$ cat src/hw/rtl/tctp_pkg.sv
// Shared types and constants for the text command parser.
`default_nettype none

package tctp_pkg;

  localparam logic [63:0] FRAME_END_WORD = 64'h434C_4F53_4544_0D0A; // "CLOSED" CR LF
  localparam logic [7:0]  COLON_CHAR     = 8'h3A;
  localparam logic [7:0]  CR_CHAR        = 8'h0D;
  localparam logic [31:0] WORD_OPEN      = 32'h6F70_656E;            // "open"
  localparam logic [39:0] WORD_CLOSE     = 40'h63_6C6F_7365;         // "close"
  localparam logic [2:0]  OPEN_LEN       = 3'd4;
  localparam logic [2:0]  CLOSE_LEN      = 3'd5;
  localparam int unsigned PAYLOAD_KEEP   = 5;
  localparam logic [2:0]  PAYLOAD_SAT    = 3'd6;

  typedef enum logic [1:0] {
    ACT_NONE  = 2'd0,
    ACT_OPEN  = 2'd1,
    ACT_CLOSE = 2'd2,
    ACT_OTHER = 2'd3
  } action_t;

  typedef struct packed {
    logic       func;
    logic [7:0] rx_byte;
  } item_t;

  typedef struct packed {
    action_t action;
    logic    lamp;
  } result_t;

endpackage

`default_nettype wire

$ cat src/hw/rtl/tctp_core.sv
// Parse state and per-byte update logic of the text command parser.
`default_nettype none

module tctp_core (
  input  wire logic            clk,
  input  wire logic            rst,
  input  wire logic            fire,
  input  wire tctp_pkg::item_t item,
  output tctp_pkg::result_t    result
);

  logic [63:0] recent_bytes;
  logic        colon_seen;
  logic        payload_ended;
  logic [7:0]  payload_chars [tctp_pkg::PAYLOAD_KEEP];
  logic [2:0]  payload_count;
  logic        lamp_level;

  logic [63:0] recent_next;
  logic        colon_next;
  logic        ended_next;
  logic [7:0]  chars_next [tctp_pkg::PAYLOAD_KEEP];
  logic [2:0]  count_next;
  logic        lamp_next;
  logic        clear_next;
  logic        frame_end;
  logic        is_open;
  logic        is_close;
  tctp_pkg::action_t action;

  always_comb begin
    recent_next = {recent_bytes[55:0], item.rx_byte};
    colon_next  = colon_seen;
    ended_next  = payload_ended;
    chars_next  = payload_chars;
    count_next  = payload_count;
    if (!colon_seen) begin
      colon_next = (item.rx_byte == tctp_pkg::COLON_CHAR);
    end else if (!payload_ended) begin
      if (item.rx_byte == tctp_pkg::CR_CHAR) begin
        ended_next = 1'b1;
      end else begin
        for (int i = 0; i < tctp_pkg::PAYLOAD_KEEP; i++) begin
          if (payload_count == 3'(i)) begin
            chars_next[i] = item.rx_byte;
          end
        end
        if (payload_count < tctp_pkg::PAYLOAD_SAT) begin
          count_next = payload_count + 3'd1;
        end
      end
    end

    frame_end = !item.func && (recent_next == tctp_pkg::FRAME_END_WORD);
    is_open   = colon_next && (count_next == tctp_pkg::OPEN_LEN) &&
                ({chars_next[0], chars_next[1], chars_next[2], chars_next[3]}
                 == tctp_pkg::WORD_OPEN);
    is_close  = colon_next && (count_next == tctp_pkg::CLOSE_LEN) &&
                ({chars_next[0], chars_next[1], chars_next[2], chars_next[3],
                  chars_next[4]} == tctp_pkg::WORD_CLOSE);

    lamp_next = lamp_level;
    action    = tctp_pkg::ACT_NONE;
    if (frame_end) begin
      if (is_open) begin
        lamp_next = 1'b1;
        action    = tctp_pkg::ACT_OPEN;
      end else if (is_close) begin
        lamp_next = 1'b0;
        action    = tctp_pkg::ACT_CLOSE;
      end else begin
        action    = tctp_pkg::ACT_OTHER;
      end
    end
    clear_next = item.func || frame_end;
  end

  assign result.action = action;
  assign result.lamp   = lamp_next;

  always_ff @(posedge clk) begin
    if (rst) begin
      recent_bytes  <= '0;
      colon_seen    <= 1'b0;
      payload_ended <= 1'b0;
      payload_count <= '0;
      lamp_level    <= 1'b0;
      for (int i = 0; i < tctp_pkg::PAYLOAD_KEEP; i++) begin
        payload_chars[i] <= '0;
      end
    end else if (fire) begin
      lamp_level <= lamp_next;
      if (clear_next) begin
        recent_bytes  <= '0;
        colon_seen    <= 1'b0;
        payload_ended <= 1'b0;
        payload_count <= '0;
        for (int i = 0; i < tctp_pkg::PAYLOAD_KEEP; i++) begin
          payload_chars[i] <= '0;
        end
      end else begin
        recent_bytes  <= recent_next;
        colon_seen    <= colon_next;
        payload_ended <= ended_next;
        payload_count <= count_next;
        payload_chars <= chars_next;
      end
    end
  end

  a_frame_end_clears: assert property (@(posedge clk) disable iff (rst)
    fire && frame_end |=> !colon_seen && recent_bytes == 64'd0 && payload_count == 3'd0)
    else $error("parse state not cleared after frame end");

  a_ended_needs_colon: assert property (@(posedge clk) disable iff (rst)
    payload_ended |-> colon_seen)
    else $error("payload ended without a colon");

  a_count_needs_colon: assert property (@(posedge clk) disable iff (rst)
    payload_count != 3'd0 |-> colon_seen && payload_count <= tctp_pkg::PAYLOAD_SAT)
    else $error("payload count inconsistent");

  a_clear_keeps_lamp: assert property (@(posedge clk) disable iff (rst)
    fire && item.func |=> $stable(lamp_level))
    else $error("clear transaction changed the lamp");

endmodule

`default_nettype wire

$ cat src/hw/rtl/tcp_text_command_parser_unit.sv
// Top level of the text command parser: input register, parser, result register.
//
//  channel | dir | tdata               | tuser
//  s_*     | in  | [7:0] rx_byte       | [0] func
//  m_*     | out | [0] lamp, [7:1] 0   | [1:0] action
//
// One transaction in, one transaction out; one per cycle sustained while m_tready stays high.
// A result passes through the input register and then the result register before it is valid on m_*.
// The parse state is updated as an item moves from the input register to the result register.
// A stalled result holds the result register; one more item waits in the input register.
// Synchronous reset clears the parse state, the lamp and both register valids.
`default_nettype none

module tcp_text_command_parser_unit (
  input  wire logic       clk,
  input  wire logic       rst,
  input  wire logic       s_tvalid,
  output logic            s_tready,
  input  wire logic [7:0] s_tdata,   // [7:0] rx_byte
  input  wire logic [0:0] s_tuser,   // [0] func
  output logic            m_tvalid,
  input  wire logic       m_tready,
  output logic [7:0]      m_tdata,   // [0] lamp, [7:1] zero
  output logic [1:0]      m_tuser    // [1:0] action
);

  logic              in_valid;
  tctp_pkg::item_t   in_item;
  logic              out_valid;
  tctp_pkg::result_t out_result;
  tctp_pkg::result_t core_result;
  logic              advance;

  assign advance  = in_valid && (!out_valid || m_tready);
  assign s_tready = !in_valid || advance;

  always_ff @(posedge clk) begin
    if (rst) begin
      in_valid <= 1'b0;
    end else if (s_tready) begin
      in_valid <= s_tvalid;
    end
  end

  always_ff @(posedge clk) begin
    if (s_tready && s_tvalid) begin
      in_item.func    <= s_tuser[0];
      in_item.rx_byte <= s_tdata;
    end
  end

  tctp_core u_core (
    .clk    (clk),
    .rst    (rst),
    .fire   (advance),
    .item   (in_item),
    .result (core_result)
  );

  always_ff @(posedge clk) begin
    if (rst) begin
      out_valid <= 1'b0;
    end else if (advance) begin
      out_valid <= 1'b1;
    end else if (m_tready) begin
      out_valid <= 1'b0;
    end
  end

  always_ff @(posedge clk) begin
    if (advance) begin
      out_result <= core_result;
    end
  end

  assign m_tvalid = out_valid;
  assign m_tdata  = {7'd0, out_result.lamp};
  assign m_tuser  = out_result.action;

endmodule

`default_nettype wire
$ cat config.mk
export PLATFORM = sky130hd
export DESIGN_NAME = tcp_text_command_parser_unit
export DESIGN_NICKNAME = d
export VERILOG_FILES = /design/src/hw/rtl/tctp_pkg.sv /design/src/hw/rtl/tctp_core.sv /design/src/hw/rtl/tcp_text_command_parser_unit.sv
export SDC_FILE = /design/constraint.sdc
export NUM_CORES = 1
export LEC_CHECK = 0
export ABC_AREA = 1
export BUFFER_PORTS_ARGS = -buffer_cell sky130_fd_sc_hd__buf_2
export CELL_PAD_IN_SITES_DETAIL_PLACEMENT = 0
export CELL_PAD_IN_SITES_GLOBAL_PLACEMENT = 1
export CORE_AREA = 2 2 132 134
export CTS_CLUSTER_SIZE = 30
export DETAILED_ROUTE_END_ITERATION = 6
export DIE_AREA = 0 0 134 136
export GPL_ROUTABILITY_DRIVEN = 0
export PLACE_DENSITY = 0.69
export SLEW_MARGIN = 10
export SYNTH_ARGS = -nofsm -noshare
export SYNTH_HDL_FRONTEND = slang
export SYNTH_SLANG_ARGS = --single-unit
$ cat constraint.sdc
create_clock -name clk -period 4.8 [get_ports clk]
set_clock_uncertainty 0.2 [all_clocks]
set_input_delay 0.72 -clock clk [delete_from_list [all_inputs] [get_ports clk]]
set_output_delay 0.72 -clock clk [all_outputs]
set_load 0.02 [all_outputs]
==> results of run 1 <==
-- critical path: stages, from the launching register on --
cell                       delay (ns)
sky130_fd_sc_hd__edfxtp_1        0.47
sky130_fd_sc_hd__inv_1           0.19
sky130_fd_sc_hd__nand2_1         0.09
sky130_fd_sc_hd__nor2_2          0.15
sky130_fd_sc_hd__nand2_4         0.20
sky130_fd_sc_hd__nand2_4         0.40
sky130_fd_sc_hd__nand2_1         0.09
sky130_fd_sc_hd__o21ai_1         0.20
sky130_fd_sc_hd__nand2_1         0.16
sky130_fd_sc_hd__nor2_1          0.12
sky130_fd_sc_hd__nand2_1         0.07
sky130_fd_sc_hd__nor2_1          0.11
sky130_fd_sc_hd__nand3_1         0.12
sky130_fd_sc_hd__nand2_1         0.10
sky130_fd_sc_hd__nand2_1         0.05
-- cells by family (layout without fill, tap and decap cells) --
group	count (synthesis)	in the layout
flops	116	116
simple gates	341	341
buf+inv	142	137
fa+ha+maj	5	5
other cells	1	7
compound gates	247	247
-- state kept, by name, summed over array words and instances, names as in the netlist --
name	flops
in_item	9
in_valid	1
m_tdata	1
m_tuser	2
m_tvalid	1
u_core.colon_seen	1
u_core.lamp_level	1
u_core.payload_chars	40
u_core.payload_count	3
u_core.payload_ended	1
u_core.recent_bytes	56
-- stage by stage --
step	hold slack (ns)	utilization (%)	power [µW]	setup slack, ns
final	0.2647	39.10	2707	1.814
after CTS	0.2568	39.10	2737	1.808
after global placement	0.2641	35.53	1434	1.839
after detailed placement	0.2675	35.53	1432	1.824
after floorplan	0.2428	-	1351	2.440
after global routing	0.2634	39.10	2828	1.428
-- final timing paths --
check / start / slack [ns] / endpoint
min reg2reg: u_core.recent_bytes[7] / 0.28 / u_core.recent_bytes[15]
min: s_tuser / 0.26 / in_item[8]
max: in_item[4] / 1.81 / m_tdata[0]
max reg2reg: in_item[4] / 1.81 / m_tdata[0]
-- report_power, final --
part | total (µW) | switching, µW | internal (µW)
Clock | 1300 | 474 | 822
Combinational | 317 | 215 | 102
Sequential | 1090 | 47.6 | 1050
-- cells in the final DEF (no fill, tap or decap), drive strengths merged, types with 15 or more instances in the layout --
cell and instances:
nand4 15, inv 86, nand3 36, buf 23, o21ai 126, nor2 55
clkbuf 22, a21oi 109, dfxtp 104, nand2 223
-- per-layer routing --
| layer | routed length, µm | vias up | GRT usage (%) |
|---|---|---|---|
| met5 | 0 | - | 0 |
| met4 | 358 | 0 | 7.861 |
| li1 | - | 2762 | - |
| met1 | 7986 | 2339 | 25.15 |
| met2 | 6753 | 84 | 27.18 |
| met3 | 487 | 26 | 3.207 |
-- area by class of cell --
| type | instances | area share (%) |
|---|---|---|
| flip-flops and latches | 116 | 37.01 |
| multi-input cells | 600 | 42.53 |
| clock buffers | 22 | 7.338 |
| inverters | 82 | 4.702 |
| well taps | 225 | 4.266 |
| repair buffers | 23 | 2.351 |
| clock inverters | 10 | 1.801 |
==> flow_summary.rst, run 1 <==
.. list-table::
   :header-rows: 1

   * - Metric
     - Value
   * - Hold Path Class
     - input port to flip-flop
   * - Post-Route WL
     - 15590 µm
   * - Setup Crit Path Kind
     - flip-flop to flip-flop
   * - Area of combinational cells with multiple inputs
     - 2806 µm²
   * - Antenna violations before repair
     - 0
   * - Fraction of post-synthesis cell area in the top cell type by area
     - 35.82%
   * - Setup TNS Final
     - 0 ns
   * - Core Box Area
     - 16880 µm²
   * - Cell type with the highest aggregate area in the netlist
     - sky130_fd_sc_hd__dfxtp_1
   * - Area fraction in compound gates after synthesis
     - 21.91%
   * - HPWL Detailed
     - 10240 µm
   * - Port buffer count
     - 17
   * - Post-synthesis sequential area ratio
     - 42.01%
   * - Die H
     - 136 µm
   * - Leading register cell type out of synthesis
     - sky130_fd_sc_hd__dfxtp_1
   * - First-pass detailed-route iteration total
     - 4
   * - Number of hold violations in the final report
     - 0
   * - Post_cts resized
     - 0
   * - Worst r2r path cells
     - 14
   * - Main combinational cell family by area after synthesis
     - simple AND/OR/NAND/NOR gates
   * - Clock transition at path regs
     - 0.06 ns
   * - Maximum clock path buffer count
     - 2
   * - TritonCTS clock tree
     - done
   * - Layout cell share with drive strength beyond 1
     - 8.792%
   * - Via count of the first global-routing pass
     - 4935
   * - Startpoint type of the worst setup path
     - flip-flop
   * - Synthesized-area fraction occupied by adder cells
     - 1.076%
   * - Post-synthesis sequential element count
     - 116
   * - DIE WIDTH
     - 134 µm
   * - Grt total ovfl
     - 0
   * - Xor and xnor area share after synthesis
     - 0%
   * - Clk_lat worst skew
     - 0.43 ns
   * - Total via count in the routed design
     - 5211
   * - Hold Path Stages
     - 1
   * - Placed Cells incl. Taps
     - 1046
   * - Post-CTS setup repair buffer count
     - 0
   * - Final period util
     - 62.21%
   * - Synth cell count leaders
     - 218 x sky130_fd_sc_hd__nand2_1, 122 x sky130_fd_sc_hd__o21ai_0, 108 x sky130_fd_sc_hd__a21oi_1
   * - Max FO, Critical Path
     - 39
   * - Number of antenna-violating nets in the routed design
     - 0
   * - Number of cells produced by synthesis
     - 852
   * - Ports
     - 25
   * - Post-layout instance count excluding filler cells
     - 1078
   * - FFs w/ async S/R, synth
     - 0%
   * - Most common cell in the synthesized netlist
     - sky130_fd_sc_hd__nand2_1
   * - Vias per cell
     - 4.834
   * - Area of placed instances
     - 5996 µm²
   * - Total of endpoints with negative setup slack in the final report
     - 0
   * - Die outline area
     - 18220 µm²
   * - Ranking of synthesized cells by area
     - sky130_fd_sc_hd__dfxtp_1 36%, sky130_fd_sc_hd__nand2_1 14%, sky130_fd_sc_hd__o21ai_0 11%
   * - Synthesized-area fraction occupied by and/or/nand/nor cells
     - 24.71%
   * - Drc violations
     - 0
   * - Post-CTS Hold Buffers
     - 0
   * - Proportion of synthesized area in mux cells
     - 0%
   * - CTS H-tree depth
     - 4
   * - Count of fill cells added during filler insertion
     - 1812
   * - WL per Instance
     - 14.46 µm
   * - Wire length of the first global-routing pass
     - 25610 µm
   * - Worst rel slew slack
     - 29.88%
   * - Maximum operating frequency
     - 334.9 MHz
   * - Number of flops mapped to enable cells by yosys
     - 12
   * - Violation count after the first detailed-route iteration
     - 312
   * - Warnings from Yosys
     - 0
   * - Antenna diode count
     - 0
   * - Cell area after synthesis
     - 5813 µm²
   * - Starting Density
     - 34.45%
   * - RSZ-0062 raised after global routing
     - false
   * - Post-synthesis area per instance
     - 6.823 µm²
   * - Worst ir drop on vdd
     - 0.2438 mV
   * - Least-Margin Pin Slew
     - 1.052 ns
   * - P&R area growth vs syn
     - 13.52%
   * - Leakage Power
     - 0.002816 µW
   * - Nets
     - 858
   * - Status
     - finished clean
   * - Total clock sinks
     - 116
   * - Netlist cell types
     - 29
   * - Min Tclk post-route
     - 2.986 ns
   * - PD cells
     - 410.3 nW/µm²
   * - Data arrival time at the worst-slack endpoint
     - 2.96 ns
   * - Tot GR Track Use
     - 18.00%
   * - Storage element area
     - 2442 µm²
   * - Final count of pins violating max slew
     - 0
   * - CP Capture Type
     - flip-flop
   * - Max-cap violation count
     - 0
   * - Buffer type at the clock tree root
     - sky130_fd_sc_hd__clkbuf_16
   * - Required time of the worst setup path
     - 4.78 ns
   * - Row cnt
     - 48
   * - Maximum number of pins on one net before global-route repair
     - 106
   * - Final Instance Area
     - 6599 µm²
   * - Number of buffers inserted during clock tree synthesis
     - 17
(Power assumes the default switching activity.)
==> run 2: changes to the inputs <==
--- a/config.mk
+++ b/config.mk
@@ -5,16 +5,16 @@
 export SDC_FILE = /design/constraint.sdc
 export NUM_CORES = 1
 export LEC_CHECK = 0
-export ABC_AREA = 1
+export ABC_AREA = 0
 export BUFFER_PORTS_ARGS = -buffer_cell sky130_fd_sc_hd__buf_2
 export CELL_PAD_IN_SITES_DETAIL_PLACEMENT = 0
 export CELL_PAD_IN_SITES_GLOBAL_PLACEMENT = 1
-export CORE_AREA = 2 2 132 134
+export CORE_AREA = 2 2 126 128
 export CTS_CLUSTER_SIZE = 30
 export DETAILED_ROUTE_END_ITERATION = 6
-export DIE_AREA = 0 0 134 136
+export DIE_AREA = 0 0 128 130
 export GPL_ROUTABILITY_DRIVEN = 0
-export PLACE_DENSITY = 0.69
+export PLACE_DENSITY = 0.68
 export SLEW_MARGIN = 10
 export SYNTH_ARGS = -nofsm -noshare
 export SYNTH_HDL_FRONTEND = slang
==> constraint.sdc (replaced) <==
create_clock -name clk -period 2.67 [get_ports clk]
set_clock_uncertainty 0.2 [all_clocks]
set_input_delay 0.4005 -clock clk [delete_from_list [all_inputs] [get_ports clk]]
set_output_delay 0.4005 -clock clk [all_outputs]
set_load 0.02 [all_outputs]
==> flow_summary.rst, run 2 <==
.. list-table::
   :header-rows: 1

   * - Metric
     - Value
   * - Starting Density
     - 34.04% (-0.41 points)
   * - Post-synthesis area per instance
     - 8.750 µm² (+28%)
   * - HPWL Detailed
     - 9307 µm (-9.1%)
   * - Tot GR Track Use
     - 17.27% (-0.72 points)
   * - Switch share
     - 23.45% (-3.8 points)
   * - Wire length on met1
     - 6792 µm (-15%)
   * - Status
     - finished clean
   * - Final count of pins violating max slew
     - 0 (unchanged)
   * - Setup TNS Final
     - 0 ns (unchanged)
   * - Data arrival time at the worst-slack endpoint
     - 2.59 ns (-0.37 ns)
   * - Wire length on met2
     - 6435 µm (-4.7%)
   * - Grt total ovfl
     - 0 (unchanged)
   * - Number of hold violations in the final report
     - 0 (unchanged)
   * - Post-synthesis sequential area ratio
     - 46.52% (+4.5 points)
   * - Total clock sinks
     - 116 (unchanged)
   * - Part of the power in combinational logic
     - 5.4% (-6.3 points)
   * - CTS H-tree depth
     - 4 (unchanged)
   * - Internal Pwr Total
     - 3151 µW (+60%)
   * - Number of buffers inserted during clock tree synthesis
     - 17 (unchanged)
   * - Most common cell in the synthesized netlist
     - sky130_fd_sc_hd__dfxtp_1
   * - Worst rel slew slack
     - 57.28% (+27 points)
   * - Most frequent cells in the layout
     - 104 x sky130_fd_sc_hd__dfxtp_1, 81 x sky130_fd_sc_hd__nand2_1, 68 x sky130_fd_sc_hd__a21oi_1
   * - Clock transition at path regs
     - 0.06 ns (about the same)
   * - Storage element area
     - 2442 µm² (unchanged)
   * - Ports
     - 25 (unchanged)
   * - CP Capture Type
     - flip-flop
   * - Die H
     - 130 µm (-4.4%)
   * - PD cells
     - 641.6 nW/µm² (+56%)
   * - Maximum clock path buffer count
     - 2 (unchanged)
   * - Min Tclk post-route
     - 2.631 ns (-0.3551 ns)
   * - Warnings from Yosys
     - 0 (unchanged)
   * - Setup Crit Path Kind
     - flip-flop to flip-flop
   * - Buffer type at the clock tree root
     - sky130_fd_sc_hd__clkbuf_16
   * - Uppermost metal layer occupied by signal nets
     - met4
   * - Antenna diode count
     - 0 (unchanged)
   * - Cell area after synthesis
     - 5250 µm² (-9.7%)
   * - Die outline area
     - 16640 µm² (-8.7%)
   * - WL per Instance
     - 16.46 µm (+14%)
   * - Post-layout instance count excluding filler cells
     - 844 (-22%)
   * - Least-Margin Pin Slew
     - 0.6408 ns (-0.4109 ns)
   * - Total via count in the routed design
     - 4572 (-12%)
   * - Number of cells produced by synthesis
     - 600 (-30%)
   * - Most common cell after layout, fill and taps aside
     - sky130_fd_sc_hd__dfxtp_1
   * - Worst ir drop on vdd
     - 0.4177 mV (+71%)
   * - Via count of the first global-routing pass
     - 4329 (-12%)
   * - Violation count after the first detailed-route iteration
     - 402 (+29%)
   * - Total of endpoints with negative setup slack in the final report
     - 0 (unchanged)
   * - Synth cell count leaders
     - 104 x sky130_fd_sc_hd__dfxtp_1, 81 x sky130_fd_sc_hd__nand2_1, 68 x sky130_fd_sc_hd__a21oi_1
   * - Drc violations
     - 0 (unchanged)
   * - Startpoint type of the worst setup path
     - flip-flop
   * - Placed Cells incl. Taps
     - 801 (-23%)
   * - Antenna violations before repair
     - 0 (unchanged)
   * - Core Box Area
     - 15420 µm² (-8.6%)
   * - Row cnt
     - 46 (-4.2%)
   * - Share of power burned in registers
     - 43.5% (+3.1 points)
   * - Port buffer count
     - 17 (unchanged)
   * - Maximum number of pins on one net before global-route repair
     - 58 (-45%)
   * - First-pass detailed-route iteration total
     - 6 (+2)
   * - Number of antenna-violating nets in the routed design
     - 0 (unchanged)
   * - Maximum operating frequency
     - 380.1 MHz (+13%)
   * - Sw Pwr
     - 965.2 µW (+31%)
   * - Post-Route WL
     - 13900 µm (-11%)
   * - Layout cell share with drive strength beyond 1
     - 18.40% (+9.6 points)
   * - Largest register by flop count
     - u_core.recent_bytes
   * - Number of flops mapped to enable cells by yosys
     - 12 (unchanged)
   * - Fraction of post-synthesis cell area in the top cell type by area
     - 39.66% (+3.8 points)
   * - Cell type with the highest aggregate area in the netlist
     - sky130_fd_sc_hd__dfxtp_1
   * - RSZ-0062 raised after global routing
     - true
   * - Max FO, Critical Path
     - 8 (-79%)
   * - Vias per cell
     - 5.417 (+12%)
   * - Clock power share
     - 51.1% (+3.2 points)
   * - Power, Total
     - 4116 µW (+52%)
   * - Leading register cell type out of synthesis
     - sky130_fd_sc_hd__dfxtp_1
   * - Hold Path Class
     - input port to flip-flop
   * - Max-cap violation count
     - 0 (unchanged)
   * - Area of combinational cells with multiple inputs
     - 2678 µm² (-4.6%)
   * - Post-synthesis sequential element count
     - 116 (unchanged)
   * - TritonCTS clock tree
     - done
   * - Required time of the worst setup path
     - 2.63 ns (-2.15 ns)
   * - Post-route core utilization
     - 41.59% (+2.5 points)
   * - Netlist cell types
     - 56 (+93%)
   * - P&R area growth vs syn
     - 22.19%
   * - Clk_lat worst skew
     - 0.42 ns (about the same)
   * - Leakage Power
     - 0.002149 µW (-24%)
   * - Wire length of the first global-routing pass
     - 22690 µm (-11%)
   * - Flip-flop count of the largest register after layout
     - 56 (unchanged)
   * - Count of fill cells added during filler insertion
     - 1528 (-16%)
   * - FFs w/ async S/R, synth
     - 0% (unchanged)
   * - Ranking of synthesized cells by area
     - sky130_fd_sc_hd__dfxtp_1 40%, sky130_fd_sc_hd__edfxtp_1 6.9%, sky130_fd_sc_hd__a21oi_1 6.5%
   * - Final period util
     - 98.54% (+36 points)
   * - Nets
     - 657 (-23%)
   * - Detailed route wirelength on metal3
     - 521 µm (+7.0%)
   * - Largest registers
     - u_core.recent_bytes: 56 flops, u_core.payload_chars: 40 flops, in_item: 9 flops
   * - DIE WIDTH
     - 128 µm (-4.5%)
run 2: cell count changes after synthesis, sizes merged, moves of 6 or more:
cell    change
nand2     -142
o21ai     -120
inv        -75
a21oi      -41
a22oi      +40
nand3      +21
nor4bb     +15
clkbuf     -13
and2       +12
o21a       -11
mux2i       +7
nor2        +7
nor4b       +6
run 2: stage by stage:
step                setup slack, ns  hold WS (ns)  cell area, µm²
floorplan                   0.09971        0.2353            5273
global placement            -0.1025        0.2477            5660
detailed placement          -0.1174        0.2537            5660
CTS                         0.03442       0.08492            6329
global route               -0.01783        0.1332            6415
finish                      0.03902        0.1000            6415
run 2: what timing repair did:
item,4_1_cts,5_1_grt
endpoints found under the hold margin,10,0
gates resized for setup,2,19
setup endpoints to repair,88,90
pin swaps,0,4
buffers inserted,0,1
hold buffers,10,0
run 2: critical path, cell delays in order, from the launching register on:
cell,delay [ns]
sky130_fd_sc_hd__edfxtp_1,0.38
sky130_fd_sc_hd__or4_4,0.65
sky130_fd_sc_hd__o2111ai_4,0.29
sky130_fd_sc_hd__mux2i_2,0.30
sky130_fd_sc_hd__nand2_1,0.12
sky130_fd_sc_hd__o41ai_2,0.34
sky130_fd_sc_hd__nand2_1,0.09
run 2: layer usage:
layer | vias up | GRT usage [%]
li1 | 2239 | -
met1 | 2217 | 23.82
met2 | 104 | 27.24
met3 | 12 | 3.485
met4 | 0 | 5.688
met5 | - | 0
run 2: layout make-up:
type,instances,share of cell area (%)
multi-input cells,436,41.74
well taps,192,3.745
inverters,6,0.3511
repair buffers,62,7.470
flip-flops and latches,116,38.07
clock buffers,24,7.841
clock inverters,8,0.7802
run 2: power by group through the flow:
stage | combinational [µW] | clock (µW) | sequential (µW)
2_1_floorplan | 138 | 0 | 1830
3_3_place_gp | 203 | 0 | 1830
3_5_place_dp | 203 | 0 | 1830
4_1_cts | 216 | 2150 | 1790
5_1_grt | 241 | 2210 | 1790
6_report | 221 | 2100 | 1790
run 2: path summary, 6_finish.rpt:
path / to / slack, ns / startpoint / depth (start not counted)
worst min-delay path: m_tvalid / 0.1 / m_tready / 4
worst max-delay path: m_tdata[0] / 0.04 / in_item[6] / 6
worst min register to register: u_core.recent_bytes[54] / 0.26 / u_core.recent_bytes[54] / 2
worst max register to register: m_tdata[0] / 0.04 / in_item[6] / 6
run 2: logic make-up (layout without fill, tap and decap cells):
logic type	after synthesis	in the layout	share of synthesized area, %
compound gates	132	132	16.97
other cells	1	7	0.07143
fa+ha+maj	5	5	1.192
simple gates	279	279	27.67
flops	116	116	46.52
mux	12	12	2.717
xor+xnor	1	1	0.1669
buf+inv	54	100	4.695
==> run 3: changes to the inputs <==
--- a/config.mk
+++ b/config.mk
@@ -10,6 +10,7 @@
 export CELL_PAD_IN_SITES_DETAIL_PLACEMENT = 0
 export CELL_PAD_IN_SITES_GLOBAL_PLACEMENT = 1
 export CORE_AREA = 2 2 126 128
+export CTS_BUF_LIST = sky130_fd_sc_hd__clkbuf_4 sky130_fd_sc_hd__clkbuf_8 sky130_fd_sc_hd__clkbuf_16
 export CTS_CLUSTER_SIZE = 30
 export DETAILED_ROUTE_END_ITERATION = 6
 export DIE_AREA = 0 0 128 130
==> flow_summary.rst, run 3 (synthesized netlist as in run 2, its figures left out) <==
.. list-table::
   :header-rows: 1

   * - Metric
     - Value
   * - Status
     - finished clean
   * - CTS H-tree depth
     - 4 (unchanged)
   * - Worst r2r path cells
     - 6 (unchanged)
   * - P&R area growth vs syn
     - 22.40%
   * - Final count of pins violating max slew
     - 0 (unchanged)
   * - Nets
     - 657 (unchanged)
   * - Met1 demand-to-capacity share in global routing
     - 23.82% (unchanged)
   * - Antenna diode count
     - 0 (unchanged)
   * - Die H
     - 130 µm (unchanged)
   * - Maximum operating frequency
     - 381.1 MHz (+0.25%)
   * - Global routing usage on met3
     - 3.485% (unchanged)
   * - Port buffer count
     - 17 (unchanged)
   * - PD cells
     - 646.0 nW/µm² (+0.68%)
   * - Startpoint type of the worst setup path
     - flip-flop
   * - TritonCTS clock tree
     - done
   * - Required time of the worst setup path
     - 2.63 ns (about the same)
   * - Least-Margin Pin Slew
     - 0.6586 ns (+0.01774 ns)
   * - Violation count after the first detailed-route iteration
     - 416 (+3.5%)
   * - Min Hold Slack
     - 0.09593 ns (-0.004071 ns)
   * - Row cnt
     - 46 (unchanged)
   * - Tot GR Track Use
     - 17.30% (+0.026 points)
   * - Die outline area
     - 16640 µm² (unchanged)
   * - Highest-utilization routing layer at the global route stage
     - met2
   * - Starting Density
     - 34.04% (unchanged)
   * - Worst setup margin
     - 0.04571 ns (+0.006694 ns)
   * - Power, Total
     - 4151 µW (+0.85%)
   * - Max FO, Critical Path
     - 8 (unchanged)
   * - Final period util
     - 98.29% (-0.25 points)
   * - Number of buffers inserted during clock tree synthesis
     - 17 (unchanged)
   * - Buffer type at the clock tree root
     - sky130_fd_sc_hd__clkbuf_16
   * - Vias per cell
     - 5.412 (about the same)
   * - RSZ-0062 raised after global routing
     - true
   * - Antenna violations before repair
     - 0 (unchanged)
   * - Ports
     - 25 (unchanged)
   * - Total via count in the routed design
     - 4568 (-0.087%)
   * - Max-cap violation count
     - 0 (unchanged)
   * - Maximum clock path buffer count
     - 2 (unchanged)
   * - Setup Crit Path Kind
     - flip-flop to flip-flop
   * - Number of antenna-violating nets in the routed design
     - 0 (unchanged)
   * - DIE WIDTH
     - 128 µm (unchanged)
   * - Hold Path Class
     - input port to flip-flop
   * - Data arrival time at the worst-slack endpoint
     - 2.59 ns (about the same)
   * - Wire length of the first global-routing pass
     - 22740 µm (+0.18%)
   * - Most frequent cells in the layout
     - 104 x sky130_fd_sc_hd__dfxtp_1, 81 x sky130_fd_sc_hd__nand2_1, 68 x sky130_fd_sc_hd__a21oi_1
   * - Clock transition at path regs
     - 0.06 ns (about the same)
   * - Total clock sinks
     - 116 (unchanged)
   * - Maximum number of pins on one net before global-route repair
     - 58 (unchanged)
   * - Flip-flop count of the largest register after layout
     - 56 (unchanged)
   * - Largest registers
     - u_core.recent_bytes: 56 flops, u_core.payload_chars: 40 flops, in_item: 9 flops
   * - WL per Instance
     - 16.53 µm (+0.39%)
   * - Drc violations
     - 0 (unchanged)
   * - First-pass detailed-route iteration total
     - 5 (-1)
   * - Total of endpoints with negative setup slack in the final report
     - 0 (unchanged)
   * - Layout cell share with drive strength beyond 1
     - 18.87% (+0.46 points)
   * - Worst ir drop on vdd
     - 0.4231 mV (+1.3%)
   * - CP Capture Type
     - flip-flop
   * - Core Box Area
     - 15420 µm² (unchanged)
   * - M2 GR Usage
     - 27.34% (+0.094 points)
   * - Worst rel slew slack
     - 56.09% (-1.2 points)
   * - Most common cell after layout, fill and taps aside
     - sky130_fd_sc_hd__dfxtp_1
   * - Setup WS pre-CTS
     - -0.1174 ns (unchanged)
   * - HPWL Detailed
     - 9307 µm (unchanged)
   * - Largest register by flop count
     - u_core.recent_bytes
   * - Setup TNS Final
     - 0 ns (unchanged)
   * - Min Tclk post-route
     - 2.624 ns (-0.006694 ns)
   * - Via count of the first global-routing pass
     - 4330 (+0.023%)
   * - Hold Path Stages
     - 4 (unchanged)
   * - Number of hold violations in the final report
     - 0 (unchanged)
   * - Leakage Power
     - 0.002159 µW (+0.48%)
   * - Grt total ovfl
     - 0 (unchanged)
   * - Clk_lat worst skew
     - 0.42 ns (about the same)
   * - Post-Route WL
     - 13950 µm (+0.39%)
[run 3: worst paths after layout]
kind                                               from                 endpoint  slack [ns]
worst max-delay path                         in_item[6]               m_tdata[0]        0.05
worst min-delay path                           m_tready                 m_tvalid         0.1
worst max register to register               in_item[6]               m_tdata[0]        0.05
worst min register to register  u_core.recent_bytes[54]  u_core.recent_bytes[54]        0.26
[run 3: area by class of cell]
cell class	instances	area, µm²
timing repair buffer	62	479.2
clock inverter	8	50.05
sequential	116	2442
tap	192	240.2
fill	1527	8999
clock buffer	24	514.2
multi-input combinational	436	2678
inverter	6	22.52
[run 3: per-layer routing]
layer	wire, µm	part of all wire, %
met1	6813	49
met2	6388	46
met3	577	4.1
met4	170	1.2
met5	0	0
[run 3: power by group]
part | internal, µW | switching [µW]
logic | 64.0 | 158
clock network | 1340 | 799
registers | 1780 | 13.6
total | 3180 | 970
[run 3: critical path, cell delays in order (launching register included)]
cell and delay (ns):
sky130_fd_sc_hd__edfxtp_1 0.38, sky130_fd_sc_hd__or4_4 0.65, sky130_fd_sc_hd__o2111ai_4 0.29, sky130_fd_sc_hd__mux2i_2 0.30, sky130_fd_sc_hd__nand2_1 0.12, sky130_fd_sc_hd__o41ai_2 0.34, sky130_fd_sc_hd__nand2_1 0.09
[run 3: timing repair]
item,CTS,global route
endpoints found under the hold margin,10,0
pin swaps,0,4
resized for setup,2,19
setup buffers,0,1
hold buffers,10,0
setup endpoints to repair,88,90
[run 3: through the flow]
| step | instances | cell area [µm²] | utilization [%] |
|---|---|---|---|
| after floorplan | 606 | 5273 | - |
| after global placement | 801 | 5660 | 36.70 |
| after detailed placement | 801 | 5660 | 36.70 |
| after CTS | 843 | 6340 | 41.10 |
| after global routing | 844 | 6426 | 41.66 |
| final | 844 | 6426 | 41.66 |
